**src/rtl/core/hds_isqrt_pipe.sv**
```systemverilog
// ============================================================================
// hds_isqrt_pipe
// Pipelined integer square root, one result bit per register stage up to RW.
// ============================================================================
module hds_isqrt_pipe #(
  parameter int RW     = 16,
  parameter int STAGES = 16
) (
  input  logic            clk,
  input  logic            en,
  input  logic [2*RW-1:0] rad_i,
  output logic [RW-1:0]   root_o
);

  logic [2*RW-1:0] rad_r  [0:STAGES];
  logic [RW+1:0]   rem_r  [0:STAGES];
  logic [RW-1:0]   root_r [0:STAGES];

  assign rad_r[0]  = rad_i;
  assign rem_r[0]  = '0;
  assign root_r[0] = '0;

  // Each stage brings down two radicand bits and decides one root bit.
  for (genvar s = 1; s <= STAGES; s++) begin : g_stage
    if (s <= RW) begin : g_step
      logic [RW+1:0] rem_sh;
      logic [RW+1:0] trial;
      logic          ge;

      assign rem_sh = {rem_r[s-1][RW-1:0], rad_r[s-1][2*RW-1 -: 2]};
      assign trial  = {root_r[s-1], 2'b01};
      assign ge     = (rem_sh >= trial);

      always_ff @(posedge clk) begin
        if (en) begin
          rad_r[s]  <= {rad_r[s-1][2*RW-3:0], 2'b00};
          rem_r[s]  <= ge ? (rem_sh - trial) : rem_sh;
          root_r[s] <= {root_r[s-1][RW-2:0], ge};
        end
      end
    end else begin : g_pass
      // Padding stages keep the latency equal to the other front units.
      always_ff @(posedge clk) begin
        if (en) begin
          rad_r[s]  <= rad_r[s-1];
          rem_r[s]  <= rem_r[s-1];
          root_r[s] <= root_r[s-1];
        end
      end
    end
  end

  assign root_o = root_r[STAGES];

endmodule

```
**config.mk**
```make
export PLATFORM = sky130hd
export DESIGN_NAME = hds_isqrt_pipe
export DESIGN_NICKNAME = d
export VERILOG_FILES = /design/src/rtl/core/hds_isqrt_pipe.sv
export SDC_FILE = /design/constraint.sdc
export NUM_CORES = 1
export LEC_CHECK = 0
export ABC_AREA = 1
export ABC_CLOCK_PERIOD_IN_PS = 2880
export BUFFER_PORTS_ARGS = -buffer_cell sky130_fd_sc_hd__buf_2
export CORE_UTILIZATION = 57
export DETAILED_ROUTE_END_ITERATION = 10
export PLACE_DENSITY = 0.7
export SYNTH_ARGS = -nofsm -noshare
export SYNTH_HDL_FRONTEND = slang
export SYNTH_SLANG_ARGS = --single-unit
```
**constraint.sdc**
```tcl
create_clock -name clk -period 2.88 [get_ports clk]
set_clock_uncertainty 0.15 [all_clocks]
set_input_delay 0.288 -clock clk [delete_from_list [all_inputs] [get_ports clk]]
set_output_delay 0.288 -clock clk [all_outputs]
set_load 0.01 [all_outputs]
```
==> impl_metrics.tcl <==
set metrics [dict create \
    grtUsageTotal 0.240 \
    drt_iter0_markers 1447 \
    ys_seq_elements 600 \
    antenna_found_initial 0 \
    seqPwrFrac 0.474 \
    die_h_um 236 \
    avgSynthCellArea_um2 9.49 \
    grt.overflow.total 0 \
    n_antenna_cell 0 \
    netlist_area_mm2 0.0312 \
    holdPathStages 2 \
    r2r_start "g_stage[14].g_step.rem_sh[2]" \
    worstPathMaxFanout 18 \
    cts_setup_buffers 0 \
    grt_pass1_wl_um 106000 \
    start_util 0.579 \
    pwr-share-clk 0.339 \
    netlist_instances 3289 \
    viasPerCell 5.18 \
    cp.arrival_ns 2.71 \
    cts_sinks 600 \
    clk-insertion-delay-late_ns 0.60 \
    clk_pin_slew_ns 0.06 \
    fin_crit_sh 0.882 \
    ys_seq_area_frac 0.577 \
    setup_violations 0 \
    synth_nets 3475 \
    cellPowerDensity_mw_per_mm2 683 \
    fillers 4391 \
    p_leak_nw 16.0 \
    r2r_slack_ns 0.34 \
    die_w_um 236 \
    power_switching_mw 6.76 \
    worstSetupStartpointType "register" \
    switching_share 0.284 \
    dp_hpwl_um 49300 \
    r2r-end "g_stage[15].g_step.rem_sh[15]" \
    instances_no_fill 4181 \
    hp-start "rad_i[25]" \
    status "finished clean" \
    clock_path_buffers 3 \
    worstRegToRegCells 10 \
    comb_power_share 0.187 \
    slew_headroom 0.550 \
    vdd_ir_drop_max_mv 0.536 \
    async_flop_share 0 \
    yosys.area.top_type_share 0.577 \
    design_area_mm2 0.0348 \
    synth_area_leaders "edfxtp_1 (58%), nand2_1 (13%), inv_1 (7.1%)" \
    synth_edf_count 600 \
    dieArea_mm2 0.0557 \
    vias 21700 \
    cts_tree "done" \
    htreeDepth 3 \
    max_freq_ghz 0.394 \
    num_rows 85 \
    hold_violations 0 \
    area_growth_pct 11.5 \
    holdPathEnd "rad_r[507]" \
    cap_viol_max_count 0 \
    worstSetupPathType "reg2reg" \
    cp.required_ns 3.05 \
    ant_nets 0 \
    final_net_count 3622 \
    cts_root_buf "clkbuf_16" \
    synth_top_area_cell "edfxtp_1" \
    tns_ns 0 \
    rsz0062_at_grt "no" \
    core-area_mm2 0.0539 \
    netlist_top_cells_count "nand2_1 (1051), edfxtp_1 (600), inv_1 (587), nor2_1 (211), nand3_1 (196)" \
    worst_slew_pin_slew_ns 0.668 \
    p_int_mw 17.0 \
    yosysWarnings 0 \
    drtPass1Iterations 6 \
    grt_max_degree 77 \
    drv_slew 0 \
    drive_above_1_share 0.0763 \
    drc 0 \
    critPathCaptureType "register" \
    dp.cells 4029 \
    grt_pass1_vias 20900 \
    yosys.cell_types.count 47 \
    wirelength_um 65400 \
    portBuffers 49 \
    globalplace.congestion 0.934 \
    synth.most_common_cell "nand2_1" \
    ys.flop_type "edfxtp_1" \
    cts_buffers 67 \
    routedWlPerCell_um 15.6 \
    pin_count 50 \
    min_period_ns 2.54 \
    dpl_cell_area_mm2 0.0324 \
    hold_class "in2reg" \
]
[area by class of cell]
cell class,count,area (µm²),area share
Clock buffer,81,1750,0.0503
Clock inverter,37,325,0.00935
Inverter,599,2260,0.0648
Multi-Input combinational cell,2066,10700,0.308
Sequential cell,600,18000,0.518
Tap cell,696,871,0.0250
Timing Repair Buffer,102,876,0.0252
[cell families after synthesis]
group,count (synthesis),share of synthesized area
xor gates and xnor gates,78,0.0219
other,1,0.000120
AOI/OAI and AO/OA,204,0.0376
adders and majority gates,152,0.0609
buffers and inverters,623,0.0799
and+or+nand+nor,1631,0.222
DFF,600,0.577
[layer usage]
layer,GRT usage,part of all wire
met3,0.0360,0.044
met1,0.309,0.43
met4,0.0836,0.029
met2,0.414,0.50
met5,0,0
[registers in the layout, summed over array words and instances (netlist names)]
name / flops
g_stage.g_step.rem_sh: 254
rad_r: 210
g_stage.g_step.trial: 120
root_o: 16
[how the worst max path moves through the flow]
stage                                   from                             to  slack (ns)  depth (start not counted)
2_1_floorplan  g_stage[15].g_step.rem_sh[15]  g_stage[16].g_step.rem_sh[10]        0.87                          9
3_3_place_gp    g_stage[15].g_step.rem_sh[5]   g_stage[16].g_step.rem_sh[3]        0.22                          9
3_5_place_dp   g_stage[15].g_step.rem_sh[15]  g_stage[16].g_step.rem_sh[12]        0.17                          8
4_1_cts         g_stage[15].g_step.rem_sh[4]  g_stage[16].g_step.rem_sh[12]        0.14                          9
5_1_grt           g_stage[6].g_step.trial[5]    g_stage[7].g_step.rem_sh[9]        0.23                          8
6_report        g_stage[14].g_step.rem_sh[2]  g_stage[15].g_step.rem_sh[15]        0.34                         10
[what timing repair did]
item,4_1_cts,5_1_grt
gates resized for setup,0,1
endpoints found under the setup margin,0,6
hold endpoints to repair,76,0
hold buffers,34,0
[placed cells by master, fill, tap and decap left out, types with 34 or more instances in the layout]
cell type         n
edfxtp_1        600
nor2_1          211
xor2_1           53
inv_1           587
ha_1            152
buf_2            48
o21ai_0          52
a21oi_1          92
nand3_1         196
clkbuf_16        68
nand2_1        1051
dlygate4sd3_1    34
nand4_1          42
[worst max-delay path, cell delays in order (launching register included)]
cell and delay (ns):
edfxtp_1 0.42, ha_1 0.40, nand2_1 0.19, nor2_1 0.17, nand3_1 0.16, nand3_2 0.15
nand2_2 0.07, nand2_4 0.21, inv_4 0.15, nand2_1 0.09, nand2_1 0.08
[power by group through the flow]
stage	registers (mW)	logic, mW	clock network [mW]
2_1_floorplan	11.2	3.24	0
3_3_place_gp	11.4	4.31	0
3_5_place_dp	11.5	4.38	0
4_1_cts	11.3	4.44	8.27
5_1_grt	11.4	5.09	8.59
6_report	11.3	4.44	8.07
[through the flow]
stage / util / hold WS, ns / worst slack, ns / total power [mW]
floorplan: - / 0.237 / 0.867 / 14.5
global placement: 0.601 / 0.251 / 0.218 / 15.7
detailed placement: 0.601 / 0.255 / 0.171 / 15.8
CTS: 0.645 / 0.197 / 0.143 / 24.0
global route: 0.645 / 0.215 / 0.228 / 25.0
finish: 0.645 / 0.243 / 0.340 / 23.8
Note: power is estimated with default switching activity, not from simulation.
